**config.mk**
```make
export PLATFORM = sky130hd
export DESIGN_NAME = delta_modulation_byte_packer
export DESIGN_NICKNAME = d
export VERILOG_FILES = /design/src/rtl/core/dmbp_pkg.sv /design/src/rtl/core/dmbp_ctrl.sv /design/src/rtl/core/dmbp_datapath.sv /design/src/rtl/core/delta_modulation_byte_packer.sv
export SDC_FILE = /design/constraint.sdc
export NUM_CORES = 1
export LEC_CHECK = 0
export BUFFER_PORTS_ARGS = -buffer_cell sky130_fd_sc_hd__buf_4
export CAP_MARGIN = 20
export CORE_UTILIZATION = 40
export CTS_BUF_LIST = sky130_fd_sc_hd__clkbuf_8 sky130_fd_sc_hd__clkbuf_16
export CTS_CLUSTER_DIAMETER = 150
export DETAILED_ROUTE_END_ITERATION = 6
export GPL_TIMING_DRIVEN = 0
export REMOVE_ABC_BUFFERS = 1
export SLEW_MARGIN = 10
export SYNTH_ARGS = -nofsm -noshare
export SYNTH_HDL_FRONTEND = slang
export SYNTH_SLANG_ARGS = --single-unit
export TNS_END_PERCENT = 10
```
**constraint.sdc**
```tcl
create_clock -name clk -period 4.3 [get_ports clk]
set_clock_uncertainty 0.2 [all_clocks]
set_input_delay 0.86 -clock clk [delete_from_list [all_inputs] [get_ports clk]]
set_output_delay 0.86 -clock clk [all_outputs]
set_load 0.02 [all_outputs]
```
**src/rtl/core/dmbp_pkg.sv**
```systemverilog
// package for the delta modulation byte packer
// holds constants, the controller state type and the control/status structs
// no dependencies
`default_nettype none

package dmbp_pkg;

	localparam int PAD_BLOCK  = 16;
	localparam int MAX_BLOCKS = 255;
	localparam int COUNT_W    = 13;
	localparam int COUNT_MAX  = (1 << COUNT_W) - 1;
	localparam int PAD_W      = (PAD_BLOCK > 2) ? $clog2(PAD_BLOCK) : 1;
	localparam int TOTAL_W    = 15;
	localparam int BLOCK_LIMIT = (MAX_BLOCKS + 1) * PAD_BLOCK;

	localparam logic [7:0] PAD_BYTE = 8'hAA;
	localparam logic [7:0] ODD_FILL = 8'hAA;

	localparam logic CMD_SAMPLE = 1'b0;
	localparam logic CMD_END    = 1'b1;

	typedef enum logic [0:0] {
		ST_RUN,
		ST_PAD
	} state_t;

	typedef struct packed {
		logic accept_sample;
		logic accept_end;
		logic pad_emit;
	} ctrl_cmd_t;

	typedef struct packed {
		logic slot_free;
		logic end_no_pad;
		logic pad_last;
	} dp_status_t;

endpackage

`default_nettype wire

```
**src/rtl/core/dmbp_ctrl.sv**
```systemverilog
// controller state machine for the delta modulation byte packer
// sequences sample and end transactions and the padding run; uses dmbp_pkg
`default_nettype none

module dmbp_ctrl
	import dmbp_pkg::*;
(
	input  wire logic       clk,
	input  wire logic       arst_n,
	input  wire logic       in_valid,
	input  wire logic       in_command,
	output logic            in_ready,
	input  wire dp_status_t status,
	output ctrl_cmd_t       cmd
);

	state_t state_q, state_d;
	logic   accept;

	always_ff @(posedge clk or negedge arst_n) begin
		if (!arst_n) begin
			state_q <= ST_RUN;
		end else begin
			state_q <= state_d;
		end
	end

	always_comb begin
		state_d  = state_q;
		in_ready = 1'b0;
		accept   = 1'b0;
		cmd      = '0;
		case (state_q)
			ST_RUN: begin
				in_ready = status.slot_free;
				accept   = in_valid && status.slot_free;
				cmd.accept_sample = accept && (in_command == CMD_SAMPLE);
				cmd.accept_end    = accept && (in_command == CMD_END);
				if (cmd.accept_end && !status.end_no_pad) begin
					state_d = ST_PAD;
				end
			end
			ST_PAD: begin
				cmd.pad_emit = status.slot_free;
				if (status.slot_free && status.pad_last) begin
					state_d = ST_RUN;
				end
			end
			default: begin
				state_d = ST_RUN;
			end
		endcase
	end

endmodule

`default_nettype wire

```
**src/rtl/core/dmbp_datapath.sv**
```systemverilog
// datapath for the delta modulation byte packer
// tracking level, bit packing, byte and pad counters, output register; uses dmbp_pkg
`default_nettype none

module dmbp_datapath
	import dmbp_pkg::*;
(
	input  wire logic        clk,
	input  wire logic        arst_n,
	input  wire ctrl_cmd_t   cmd,
	input  wire logic [15:0] sample,
	output dp_status_t       status,
	output logic             out_valid,
	input  wire logic        out_ready,
	output logic [7:0]       out_data,
	output logic             out_last,
	output logic             out_too_long
);

	logic signed [7:0]  level_q;
	logic [7:0]         bit_buffer_q;
	logic [2:0]         bit_count_q;
	logic [COUNT_W-1:0] byte_count_q;
	logic [PAD_W-1:0]   mod_q;
	logic [PAD_W-1:0]   pad_left_q;
	logic               tl_q;
	logic               out_valid_q;
	logic [7:0]         out_data_q;
	logic               out_last_q;
	logic               out_tl_q;

	logic signed [16:0] lvl_scaled;
	logic signed [16:0] sample_ext;
	logic               bit_up;
	logic [7:0]         buffer_next;
	logic [7:0]         fin;
	logic [7:0]         fill_mask;
	logic               count_sat;
	logic [COUNT_W-1:0] bc_inc;
	logic [PAD_W-1:0]   mod_inc;
	logic [PAD_W-1:0]   pads;
	logic [TOTAL_W-1:0] total;
	logic               tl_end;
	logic               byte_done;

	assign lvl_scaled  = {level_q, 9'd0};
	assign sample_ext  = {sample[15], sample};
	assign bit_up      = lvl_scaled < sample_ext;
	assign buffer_next = bit_buffer_q | (8'(bit_up) << bit_count_q);
	assign byte_done   = cmd.accept_sample && (bit_count_q == 3'd7);

	always_comb begin
		for (int i = 0; i < 8; i++) begin
			fill_mask[i] = (bit_count_q != 3'd0) && (3'(i) >= bit_count_q);
		end
	end

	assign fin = bit_buffer_q | (fill_mask & ODD_FILL);

	// saturating byte count, with its position inside the current pad block
	assign count_sat = byte_count_q == COUNT_W'(COUNT_MAX);
	assign bc_inc    = count_sat ? byte_count_q : byte_count_q + COUNT_W'(1);
	assign mod_inc   = count_sat ? mod_q :
		((mod_q == PAD_W'(PAD_BLOCK - 1)) ? '0 : mod_q + PAD_W'(1));
	assign pads      = (mod_inc <= PAD_W'(1)) ? PAD_W'(1) - mod_inc :
		PAD_W'(7'(PAD_BLOCK + 1) - 7'(mod_inc));
	assign total     = TOTAL_W'(bc_inc) + TOTAL_W'(pads);
	assign tl_end    = total > TOTAL_W'(BLOCK_LIMIT);

	assign status.slot_free  = !out_valid_q || out_ready;
	assign status.end_no_pad = pads == '0;
	assign status.pad_last   = pad_left_q == PAD_W'(1);

	always_ff @(posedge clk or negedge arst_n) begin
		if (!arst_n) begin
			level_q      <= '0;
			bit_buffer_q <= '0;
			bit_count_q  <= '0;
			byte_count_q <= '0;
			mod_q        <= '0;
			pad_left_q   <= '0;
			tl_q         <= 1'b0;
			out_valid_q  <= 1'b0;
		end else begin
			if (cmd.accept_sample) begin
				if (bit_up) begin
					if (level_q != 8'sd127) begin
						level_q <= level_q + 8'sd1;
					end
				end else begin
					if (level_q != -8'sd128) begin
						level_q <= level_q - 8'sd1;
					end
				end
				bit_count_q <= bit_count_q + 3'd1;
				if (byte_done) begin
					bit_buffer_q <= '0;
					byte_count_q <= bc_inc;
					mod_q        <= mod_inc;
				end else begin
					bit_buffer_q <= buffer_next;
				end
			end
			if (cmd.accept_end) begin
				level_q      <= '0;
				bit_buffer_q <= '0;
				bit_count_q  <= '0;
				byte_count_q <= '0;
				mod_q        <= '0;
				pad_left_q   <= pads;
				tl_q         <= tl_end;
			end
			if (cmd.pad_emit) begin
				pad_left_q <= pad_left_q - PAD_W'(1);
			end
			if (byte_done || cmd.accept_end || cmd.pad_emit) begin
				out_valid_q <= 1'b1;
			end else if (out_ready) begin
				out_valid_q <= 1'b0;
			end
		end
	end

	always_ff @(posedge clk) begin
		if (byte_done) begin
			out_data_q <= buffer_next;
			out_last_q <= 1'b0;
			out_tl_q   <= 1'b0;
		end else if (cmd.accept_end) begin
			out_data_q <= fin;
			out_last_q <= pads == '0;
			out_tl_q   <= (pads == '0) && tl_end;
		end else if (cmd.pad_emit) begin
			out_data_q <= PAD_BYTE;
			out_last_q <= status.pad_last;
			out_tl_q   <= status.pad_last && tl_q;
		end
	end

	assign out_valid    = out_valid_q;
	assign out_data     = out_data_q;
	assign out_last     = out_last_q;
	assign out_too_long = out_tl_q;

`ifndef SYNTHESIS
	a_no_overwrite: assert property (@(posedge clk) disable iff (!arst_n)
		(byte_done || cmd.accept_end || cmd.pad_emit) && out_valid_q |-> out_ready)
		else $error("output register overwritten before transaction");

	a_pad_clean_state: assert property (@(posedge clk) disable iff (!arst_n)
		pad_left_q != '0 |-> bit_count_q == '0 && byte_count_q == '0 && level_q == '0)
		else $error("packing state not cleared during padding");

	a_tl_on_last: assert property (@(posedge clk) disable iff (!arst_n)
		out_valid_q && out_tl_q |-> out_last_q)
		else $error("too_long flag set on a byte that is not last");

	a_pad_count_step: assert property (@(posedge clk) disable iff (!arst_n)
		cmd.pad_emit |=> pad_left_q == $past(pad_left_q) - PAD_W'(1))
		else $error("pad counter did not step");
`endif

endmodule

`default_nettype wire

```
**src/rtl/core/delta_modulation_byte_packer.sv**
```systemverilog
// top level of the delta modulation byte packer
// joins dmbp_ctrl and dmbp_datapath; uses dmbp_pkg
//
// One-bit delta modulator: each Q1.15 sample on the slave side yields one bit
// (1 when the tracking level, in 1/64 steps, lies below the sample), packed LSB
// first into bytes on the master side. Samples stream at one per cycle while the
// output register drains; a byte leaves every eighth sample. An end transaction
// (tuser high) emits the final byte, odd unused bit positions set, then 0xAA
// padding up to 16n+1 bytes in total, one byte per cycle from the pad counter
// while the output register drains: 1 to 16 output transactions, during which no
// input is taken. tlast marks the final byte, and tuser on it flags that n exceeds
// 255. The block then returns to its reset state.
`default_nettype none

module delta_modulation_byte_packer
	import dmbp_pkg::*;
(
	input  wire logic        clk,
	input  wire logic        arst_n,
	input  wire logic        s_tvalid,
	output logic             s_tready,
	input  wire logic [15:0] s_tdata,   // [15:0] sample
	input  wire logic        s_tuser,   // [0] command
	output logic             m_tvalid,
	input  wire logic        m_tready,
	output logic [7:0]       m_tdata,   // [7:0] data_byte
	output logic             m_tlast,
	output logic             m_tuser    // [0] too_long
);

	ctrl_cmd_t  cmd;
	dp_status_t status;

	dmbp_ctrl u_ctrl (
		.clk        (clk),
		.arst_n     (arst_n),
		.in_valid   (s_tvalid),
		.in_command (s_tuser),
		.in_ready   (s_tready),
		.status     (status),
		.cmd        (cmd)
	);

	dmbp_datapath u_datapath (
		.clk          (clk),
		.arst_n       (arst_n),
		.cmd          (cmd),
		.sample       (s_tdata),
		.status       (status),
		.out_valid    (m_tvalid),
		.out_ready    (m_tready),
		.out_data     (m_tdata),
		.out_last     (m_tlast),
		.out_too_long (m_tuser)
	);

endmodule

`default_nettype wire
```
==> results of run 1 <==
-- synthesized netlist by cell type (5+ instances only) --
| master | number | area, µm² |
|---|---|---|
| o21ai_0 | 54 | 270.3 |
| nand2_1 | 52 | 195.2 |
| dfrtp_1 | 43 | 1076 |
| nor2_1 | 29 | 108.9 |
| ha_1 | 25 | 312.8 |
| inv_1 | 25 | 93.84 |
| nand3_1 | 21 | 105.1 |
| a21oi_1 | 17 | 85.08 |
| clkbuf_1 | 13 | 48.80 |
| nor3_1 | 11 | 55.05 |
| xor2_1 | 9 | 78.83 |
| edfxtp_1 | 8 | 240.2 |
| nand4_1 | 8 | 50.05 |
| a22o_1 | 7 | 61.31 |
| a21o_1 | 6 | 45.04 |
| mux2i_1 | 6 | 60.06 |
| or4_1 | 6 | 45.04 |
| nand2b_1 | 5 | 31.28 |
| nor4_1 | 5 | 31.28 |
| o211ai_1 | 5 | 37.54 |
-- cells by family after synthesis --
| kind of cell | count (synthesis) | synth area share (%) |
|---|---|---|
| and+or+nand+nor | 164 | 21.97 |
| adders and majority gates | 27 | 9.273 |
| AOI/OAI and AO/OA | 137 | 23.61 |
| xor gates and xnor gates | 12 | 2.762 |
| muxes | 6 | 1.578 |
| buffers and inverters | 45 | 5.163 |
| DFF | 53 | 35.65 |
-- flip-flops by register name, indices dropped and copies added (netlist names), 3 cells and up --
signal	flops
u_datapath.pad_left_q	4
u_datapath.out_data	8
u_datapath.bit_buffer_q	8
u_datapath.level_q	8
u_datapath.mod_q	4
u_datapath.bit_count_q	3
u_datapath.byte_count_q	13
-- power groups by stage --
stage	combinational (mW)	sequential, mW	clock, mW
floorplan	0.626	0.719	0
detailed placement	0.870	0.715	0
finish	0.931	0.709	0.302
CTS	0.874	0.707	0.309
global route	1.05	0.725	0.322
global placement	0.843	0.714	0
-- worst max-delay path by stage --
stage	slack, ns	from	endpoint
after CTS	-0.07	u_datapath.byte_count_q[0]	u_datapath.tl_q
after floorplan	0.06	u_datapath.byte_count_q[0]	u_datapath.tl_q
after detailed placement	-0.53	u_datapath.byte_count_q[0]	u_datapath.tl_q
after global placement	-0.49	u_datapath.byte_count_q[0]	u_datapath.tl_q
after global routing	-0.06	u_datapath.byte_count_q[0]	u_datapath.tl_q
final	0.11	u_datapath.byte_count_q[0]	u_datapath.tl_q
-- placed cells by master, fill, tap and decap left out, types with 11 or more instances in the layout --
cell type	n
buf_4	59
o21ai_0	53
nand2_1	51
dfrtp_1	35
nor2_1	28
inv_1	25
ha_1	23
nand3_1	20
a21oi_1	17
nor3_1	11
-- stage by stage --
step                setup TNS, ns  std cells  util (%)  cell area, µm²
floorplan                       0        424         -            3702
global placement           -1.395        585     44.41            4104
CTS                       -0.1165        599     46.47            4294
finish                          0        621     49.05            4532
global route              -0.1129        621     49.05            4532
detailed placement         -1.569        585     44.41            4104
-- worst max-delay path, stage by stage (launching register included) --
cell	delay [ns]
dfrtp_2	0.42
ha_4	0.16
nand4_1	0.16
o41ai_2	0.42
xor2_1	0.30
nand2_2	0.13
xor2_2	0.20
ha_1	0.33
o21ai_0	0.08
nor2_1	0.19
nor2_1	0.10
or3_4	0.34
or4b_1	0.53
and3_4	0.19
o311ai_2	0.21
nand3_1	0.10
-- area by class of cell --
class	instances	area [µm²]
Fill cell	884	4708
Multi-Input combinational cell	347	2377
Sequential cell	53	1366
Timing Repair Buffer	59	442.9
Tap cell	129	161.4
Inverter	25	93.84
Clock buffer	5	68.82
Clock inverter	3	21.27
-- layer usage --
metal,up-vias,routed length [µm],track usage (%)
met4,0,140,4.412
met2,57,4432,32.80
met1,1655,4588,27.21
met3,13,267,2.108
li1,1737,-,-
met5,-,0,0
-- what timing repair did --
action	4_1_cts	5_1_grt
resized for setup	15	17
setup endpoints to repair	3	3
gates cloned	1	0
endpoints found under the hold margin	0	0
buffers inserted	5	22
pin swaps	2	16
==> qor.txt, run 1 <==
CTS max path bufs - 2
Tmin final - 4.194 ns
Initial antenna violation count - 0
Syn-to-layout area delta - 19.11%
Row cnt - 35
Register area share after synthesis - 35.65%
Hold Startpoint - u_datapath.bit_buffer_q[6]
H-tree depth - 2
Core area - 0.009240 mm²
Die extent in x - 99.53 µm
Worst rel slew slack - 39.71%
Global-route wire length before repair - 15590 µm
Reg-to-reg startpoint - u_datapath.byte_count_q[0]
Dpl hpwl - 6390 µm
Status - finished clean
Comb pwr share - 48.0%
Drt initial violations - 125
Power, Total - 1.942 mW
Final #Nets - 539
Clock network fraction of total power - 15.5%
Slew Limit Fails - 0
Flop2flop setup slack - 0.11 ns
Psw - 794.3 µW
Crit Path Max Fanout - 5
Pwr Density - 428.5 mW/mm²
Initial Util - 41.18%
# DRC - 0
TritonCTS buffer count - 5
Port Buffers - 32
Die area - 0.009906 mm²
Asr flop ratio synth - 81.13%
Final setup fails - 0
Netlist cell types - 65
Dpl ws - -0.5349 ns
Height of the die - 99.53 µm
WL per Instance - 15.18 µm
Routed vias/inst - 5.575
Yosys warns - 0
Hold Path Depth - 2
Setup ws final - 0.1056 ns
Number of I/O pins - 33
Seq pwr share - 36.5%
Clk Latency, worst-skew pair - 0.31 ns
Final hold slack - 0.3013 ns
Worst Hold Path EP - u_datapath.bit_buffer_q[6]
Post-Syn Area per Cell - 8.570 µm²
RR Endpoint - u_datapath.tl_q
Cell depth of the worst flop-to-flop path - 15
Crit start category - flip-flop
Routed wire length - 9427 µm
Detail Route Antenna Nets - 0
GRT overflow - 0
Fin crit share - 97.55%
Synthesized area - 0.003805 mm²
Routability cong. - 0.8239
Crit Path Class - reg -> reg
N_diodes - 0
Clock sink total - 53
Post-synth EDFFs - 8
Reg clk slew, reported paths - 0.11 ns
Max-cap violation count - 0
P_int - 1.148 mW
CTS Hold Buffers Added - 0
Synthesized instance count - 444
Worst Path Required - 4.30 ns
Most used DFF post-synth - dfrtp_1
Vias in the first global route - 3151
CP Capture Type - flip-flop
Least-Margin Pin Slew - 0.9010 ns
Yosys reg bits - 53
1st-pass router iterations - 5
Clk root buf - clkbuf_8
TritonCTS clock tree - built
Min-Delay Path Class - reg -> reg
Max rail drop VDD - 0.3454 mV
Final-report hold violation count - 0
Unrepaired setup endpoints after global routing - yes
FMAX - 238.4 MHz
Layout cell share with drive strength beyond 1 - 21.14%
Vias post-DR - 3462
Sw Ratio - 40.90%
Largest net degree at the start of global routing - 44
Total leakage power - 1.928 nW
Data arrival, critical path - 4.19 ns
Tot GR Track Use - 19.56%
No activity file was read; power rests on OpenSTA's default activity.
==> inputs of run 2 (changes only) <==
CORE_UTILIZATION = 35   (was 40)
RECOVER_POWER = 50   (was not set)
==> run 2 against run 1 <==
  * Final cell count is 0.64% lower
  * Setup slack worse by 0.0050 ns
  * Wire length is 2.3% lower
  * Power is 2.3% lower
  * The run now ends with max-capacitance violations, max-slew violations left
  * Sequential share of layout area is 0.67 points higher
==> qor.txt, run 2 (synthesis results as in run 1) <==
Fin crit share - 97.66% (was 97.55%)
CP peak stage delay - 0.47 ns (was 0.53 ns)
Least-Margin Pin Slew - 2.460 ns (was 0.9010 ns)
Dpl hpwl - 6457 µm (was 6390 µm)
GRT overflow - 0 (unchanged)
CP Capture Type - flip-flop (unchanged)
Failing checks - max-capacitance violations, max-slew violations
Unrepaired setup endpoints after global routing - yes (unchanged)
Drt initial violations - 194 (was 125)
Status - complete, but fails checks (was finished clean)
Clk root buf - clkbuf_8 (unchanged)
CTS max path bufs - 2 (unchanged)
Die area - 0.01129 mm² (was 0.009906 mm²)
Number of I/O pins - 33 (unchanged)
TNS Setup - 0 ns (unchanged)
Fillcell total - 1033 (was 884)
Initial antenna violation count - 0 (unchanged)
Largest net degree at the start of global routing - 44 (unchanged)
Dpl ws - -0.5191 ns (was -0.5349 ns)
Data arrival, critical path - 4.21 ns (was 4.19 ns)
Max-cap violation count - 1 (was 0)
Clock sink total - 53 (unchanged)
Most common cell after layout, fill and taps aside - o21ai_0 (was buf_4)
Vias in the first global route - 3193 (was 3151)
Slew Limit Fails - 44 (was 0)
Most frequent cells in the layout - o21ai_0, nand2_1, dfrtp_1 (was buf_4, o21ai_0, nand2_1)
Crit Path Class - reg -> reg (unchanged)
Initial Util - 36.53% (was 41.18%)
Syn-to-layout area delta - 16.31% (was 19.11%)
Tmin final - 4.199 ns (was 4.194 ns)
Final setup fails - 0 (unchanged)
Port Buffers - 32 (unchanged)
Max rail drop VDD - 0.3068 mV (was 0.3454 mV)
Tot GR Track Use - 16.81% (was 19.56%)
Total leakage power - 1.831 nW (was 1.928 nW)
Slowest-stage cell, CP - or4_1 (was or4b_1)
Setup ws final - 0.1005 ns (was 0.1056 ns)
Layout cell share with drive strength beyond 1 - 17.05% (was 21.14%)
FMAX - 238.1 MHz (was 238.4 MHz)
Global-route wire length before repair - 15340 µm (was 15590 µm)
Reg clk slew, reported paths - 0.11 ns (about the same)
CTS Hold Buffers Added - 0 (unchanged)
Pwr Density - 428.8 mW/mm² (was 428.5 mW/mm²)
H-tree depth - 2 (unchanged)
Height of the die - 106.3 µm (was 99.53 µm)
1st-pass router iterations - 5 (unchanged)
Final-report hold violation count - 0 (unchanged)
TritonCTS clock tree - built (unchanged)
WL per Instance - 14.93 µm (was 15.18 µm)
Core area - 0.01042 mm² (was 0.009240 mm²)
Vias post-DR - 3456 (was 3462)
Detail Route Antenna Nets - 0 (unchanged)
Min-Delay Path Class - reg -> reg (unchanged)
Routability cong. - 0.8480 (was 0.8239)
Worst rel slew slack - -64.03% (was 39.71%)
Worst Path Buf+Inv - 1 (was 0)
TritonCTS buffer count - 5 (unchanged)
Routed vias/inst - 5.601 (was 5.575)
Worst Path Required - 4.31 ns (was 4.30 ns)
Crit Path Max Fanout - 6 (was 5)
Delay-heaviest family, CP - simple AND/OR/NAND/NOR gates (unchanged)
Max reg flops - 13 (unchanged)
N_diodes - 0 (unchanged)
Clk Latency, worst-skew pair - 0.32 ns (was 0.31 ns)
Top register by number of flip-flops - u_datapath.byte_count_q (unchanged)
# DRC - 0 (unchanged)
Final #Nets - 528 (was 539)
Routed wire length - 9212 µm (was 9427 µm)
Die extent in x - 106.3 µm (was 99.53 µm)
Crit start category - flip-flop (unchanged)
Worst-path cell chain - ha_4 -> nand4_1 -> o41ai_2 -> xor2_1 -> buf_4 -> nand2_2 -> xor2_2 -> ha_4 -> o21ai_2 -> nor2_2 -> nor2_2 -> or4_1 -> or4_1 -> and3_4 -> o31ai_1 -> o211ai_1 (was ha_4 -> nand4_1 -> o41ai_2 -> xor2_1 -> nand2_2 -> xor2_2 -> ha_1 -> o21ai_0 -> nor2_1 -> nor2_1 -> or3_4 -> or4b_1 -> and3_4 -> o311ai_2 -> nand3_1)
Row cnt - 37 (was 35)
run 2: cell count changes in the layout (fill, tap and decap cells not counted), sizes merged:
cell	before	now
nand4	10	9
inv	26	27
buf	59	36
clkbuf	5	18
clkinvlp	1	0
run 2: where the power goes:
| part | total [mW] | switching, mW | internal [mW] |
|---|---|---|---|
| Clock | 0.321 | 0.198 | 0.123 |
| Combinational | 0.867 | 0.501 | 0.367 |
| Sequential | 0.710 | 0.0990 | 0.611 |
run 2: repair_timing:
item	in CTS	in global routing
resized for setup	12	21
setup buffers	5	12
pin swaps	2	10
setup endpoints to repair	3	3
run 2: metal layers:
layer	global-route usage, %	up-vias	share of wire, %
met2	26.99	71	46
met4	4.167	0	1.2
met5	0	-	0
met1	23.68	1662	49
li1	-	1716	-
met3	2.452	7	4.1
run 2: path summary, 6_finish.rpt:
kind                                       startpoint                          end  slack, ns  cells past startpoint
max                        u_datapath.byte_count_q[0]      u_datapath.out_too_long       0.10                     16
max in group asynchronous                      arst_n   u_datapath.byte_count_q[0]       1.25                      1
max reg2reg                u_datapath.byte_count_q[0]      u_datapath.out_too_long       0.10                     16
min                        u_datapath.bit_buffer_q[2]   u_datapath.bit_buffer_q[2]       0.30                      2
min in group asynchronous                      arst_n  u_datapath.byte_count_q[10]       1.08                      1
min reg2reg                u_datapath.bit_buffer_q[2]   u_datapath.bit_buffer_q[2]       0.30                      2
run 2: final cells by class:
class | count | area (µm²) | area share (%)
Timing Repair Buffer | 49 | 322.8 | 7.294
Clock inverter | 3 | 28.78 | 0.6503
Inverter | 25 | 93.84 | 2.120
Multi-Input combinational cell | 346 | 2377 | 53.72
Clock buffer | 5 | 68.82 | 1.555
Sequential cell | 53 | 1364 | 30.82
Tap cell | 136 | 170.2 | 3.845
run 2: per-stage QoR:
stage               utilization (%)  instance area (µm²)  hold WS [ns]  power [mW]  instances
floorplan                         -                 3702        0.2497       1.345        424
global placement              39.48                 4113        0.2632       1.555        592
finish                        42.49                 4425        0.2961       1.898        617
detailed placement            39.48                 4113        0.2732       1.588        592
CTS                           41.18                 4289        0.3015       1.907        605
global route                  42.49                 4425        0.3372       2.047        617
run 2: worst register-to-register path, stage by stage (launching register included):
cell and delay (ns):
dfrtp_2 0.43, ha_4 0.17, nand4_1 0.18, o41ai_2 0.46, xor2_1 0.18, buf_4 0.14
nand2_2 0.07, xor2_2 0.18, ha_4 0.30, o21ai_2 0.05, nor2_2 0.16, nor2_2 0.07
or4_1 0.46, or4_1 0.47, and3_4 0.18, o31ai_1 0.26, o211ai_1 0.13
==> inputs of run 3 (changes only) <==
SETUP_SLACK_MARGIN = 0.5   (was not set)
==> run 3 against run 2 <==
  * The run still ends with max-capacitance violations, max-slew violations left
  * Sequential share of layout area is 1.8 points lower
  * Wire length increased by 5.4%
  * Clock-buffer cell count unchanged
  * Via count up 3.0%
  * Non-clock buffer count is 19 higher
  * Fmax up 4.1%
  * Critical path type unchanged
  * Largest power group unchanged
==> qor.txt, run 3 (synthesis results as in run 1) <==
Vias in the first global route - 3394 (was 3193)
Tot GR Track Use - 17.93% (was 16.81%)
# DRC - 0 (unchanged)
Crit Path Max Fanout - 6 (unchanged)
Clock network fraction of total power - 16.8% (was 16.9%)
Most frequent cells in the layout - buf_4, o21ai_0, nand2_1 (was o21ai_0, nand2_1, dfrtp_1)
Initial antenna violation count - 0 (unchanged)
Worst Path Required - 4.30 ns (was 4.31 ns)
Clk root buf - clkbuf_8 (unchanged)
Status - complete, but fails checks (unchanged)
Max reg flops - 13 (unchanged)
Slew Limit Fails - 44 (unchanged)
TritonCTS clock tree - built (unchanged)
Initial Util - 36.53% (unchanged)
Finished Cell Area - 0.004703 mm² (was 0.004425 mm²)
Unrepaired setup endpoints after global routing - yes (unchanged)
Final #Nets - 547 (was 528)
H-tree depth - 2 (unchanged)
Routability cong. - 0.8480 (unchanged)
Clock sink total - 53 (unchanged)
Detail Route Antenna Nets - 0 (unchanged)
Crit Path Class - reg -> reg (unchanged)
Max-cap violation count - 1 (unchanged)
CTS max path bufs - 2 (unchanged)
WL per Instance - 15.27 µm (was 14.93 µm)
Min-Delay Path Class - reg -> reg (unchanged)
Crit start category - flip-flop (unchanged)
Least-Margin Pin Slew - 2.468 ns (was 2.460 ns)
Psw - 806.4 µW (was 797.9 µW)
P_int - 1.108 mW (was 1.100 mW)
Pwr Density - 406.9 mW/mm² (was 428.8 mW/mm²)
Largest net degree at the start of global routing - 44 (unchanged)
Syn-to-layout area delta - 23.61% (was 16.31%)
Max rail drop VDD - 0.3071 mV (was 0.3068 mV)
Fin util - 45.15% (was 42.49%)
Comb pwr share - 46.1% (was 45.7%)
Sw Ratio - 42.13% (was 42.04%)
Number of I/O pins - 33 (unchanged)
FMAX - 247.8 MHz (was 238.1 MHz)
Power, Total - 1.914 mW (was 1.898 mW)
Reg clk slew, reported paths - 0.11 ns (about the same)
Setup ws final - 0.2648 ns (was 0.1005 ns)
Data arrival, critical path - 4.04 ns (was 4.21 ns)
Layout cell share with drive strength beyond 1 - 22.80% (was 17.05%)
Dpl ws - -0.5191 ns (unchanged)
Routed wire length - 9711 µm (was 9212 µm)
Core area - 0.01042 mm² (unchanged)
Most common cell after layout, fill and taps aside - buf_4 (was o21ai_0)
Top register by number of flip-flops - u_datapath.byte_count_q (unchanged)
Final setup fails - 0 (unchanged)
Dpl hpwl - 6457 µm (unchanged)
GRT overflow - 0 (unchanged)
Routed vias/inst - 5.599 (was 5.601)
Seq pwr share - 37.1% (was 37.4%)
Height of the die - 106.3 µm (unchanged)
Total leakage power - 1.945 nW (was 1.831 nW)
Fin crit share - 93.84% (was 97.66%)
Worst rel slew slack - -64.51% (was -64.03%)
Clk Latency, worst-skew pair - 0.32 ns (about the same)
Global-route wire length before repair - 16190 µm (was 15340 µm)
N_diodes - 0 (unchanged)
Drt initial violations - 172 (was 194)
Die area - 0.01129 mm² (unchanged)
Failing checks - max-capacitance violations, max-slew violations (unchanged)
CP Capture Type - flip-flop (unchanged)
Port Buffers - 32 (unchanged)
Row cnt - 37 (unchanged)
1st-pass router iterations - 5 (unchanged)
Fillcell total - 1017 (was 1033)
Final-report hold violation count - 0 (unchanged)
Die extent in x - 106.3 µm (unchanged)
Tmin final - 4.035 ns (was 4.199 ns)
Vias post-DR - 3561 (was 3456)
Placement Cell Area - 0.004113 mm² (unchanged)
TritonCTS buffer count - 5 (unchanged)
TNS Setup - 0 ns (unchanged)
==> run 3: stage by stage <==
step | instances | hold WS, ns
floorplan | 424 | 0.2497
global placement | 592 | 0.2632
detailed placement | 592 | 0.2732
CTS | 627 | 0.3015
global route | 636 | 0.3372
finish | 636 | 0.2954
==> run 3: final timing paths <==
| path | from | end | slack, ns | cells past startpoint |
|---|---|---|---|---|
| setup / recovery | u_datapath.byte_count_q[11] | u_datapath.tl_q | 0.26 | 15 |
| hold / removal | u_datapath.bit_buffer_q[2] | u_datapath.bit_buffer_q[2] | 0.30 | 2 |
| setup reg to reg | u_datapath.byte_count_q[11] | u_datapath.tl_q | 0.26 | 15 |
| hold reg to reg | u_datapath.bit_buffer_q[2] | u_datapath.bit_buffer_q[2] | 0.30 | 2 |
| max in group asynchronous | arst_n | u_datapath.byte_count_q[0] | 1.24 | 1 |
| min in group asynchronous | arst_n | u_datapath.byte_count_q[6] | 1.09 | 1 |
==> run 3: critical path, stage by stage (launching register included) <==
cell      delay, ns
dfrtp_2        0.43
buf_4          0.13
and4_2         0.28
nand4_4        0.25
buf_6          0.23
and3_2         0.22
xor2_1         0.17
ha_1           0.34
o21ai_2        0.07
nor2_2         0.14
nor2_2         0.07
or3_4          0.34
or4b_1         0.50
and3_4         0.22
o311ai_4       0.22
nand3_1        0.11
==> run 3: repair_timing <==
action | CTS | global route
setup buffers | 27 | 9
setup endpoints to repair | 3 | 6
hold buffers | 0 | 0
gates resized for setup | 28 | 30
pin swaps | 14 | 14
==> run 3: cell type report <==
cell class                      instances  area, µm²  share of cell area (%)
Clock buffer                            5      68.82                   1.463
Clock inverter                          3      28.78                  0.6119
Inverter                               25      93.84                   1.995
Multi-Input combinational cell        346       2511                   53.39
Sequential cell                        53       1365                   29.02
Tap cell                              136      170.2                   3.618
Timing Repair Buffer                   68      465.4                   9.896
==> run 3: power by group through the flow <==
stage	Combinational (mW)	Sequential, mW	Clock [mW]
finish	0.883	0.710	0.321
detailed placement	0.870	0.718	0
CTS	0.897	0.709	0.324
global placement	0.838	0.717	0
global route	0.994	0.723	0.341
floorplan	0.626	0.719	0
==> run 3: routing by layer <==
| layer | track usage (%) | part of all wire, % |
|---|---|---|
| met5 | 0 | 0 |
| met1 | 24.17 | 48 |
| met3 | 2.514 | 3.9 |
| met2 | 28.94 | 47 |
| met4 | 7.044 | 2.0 |
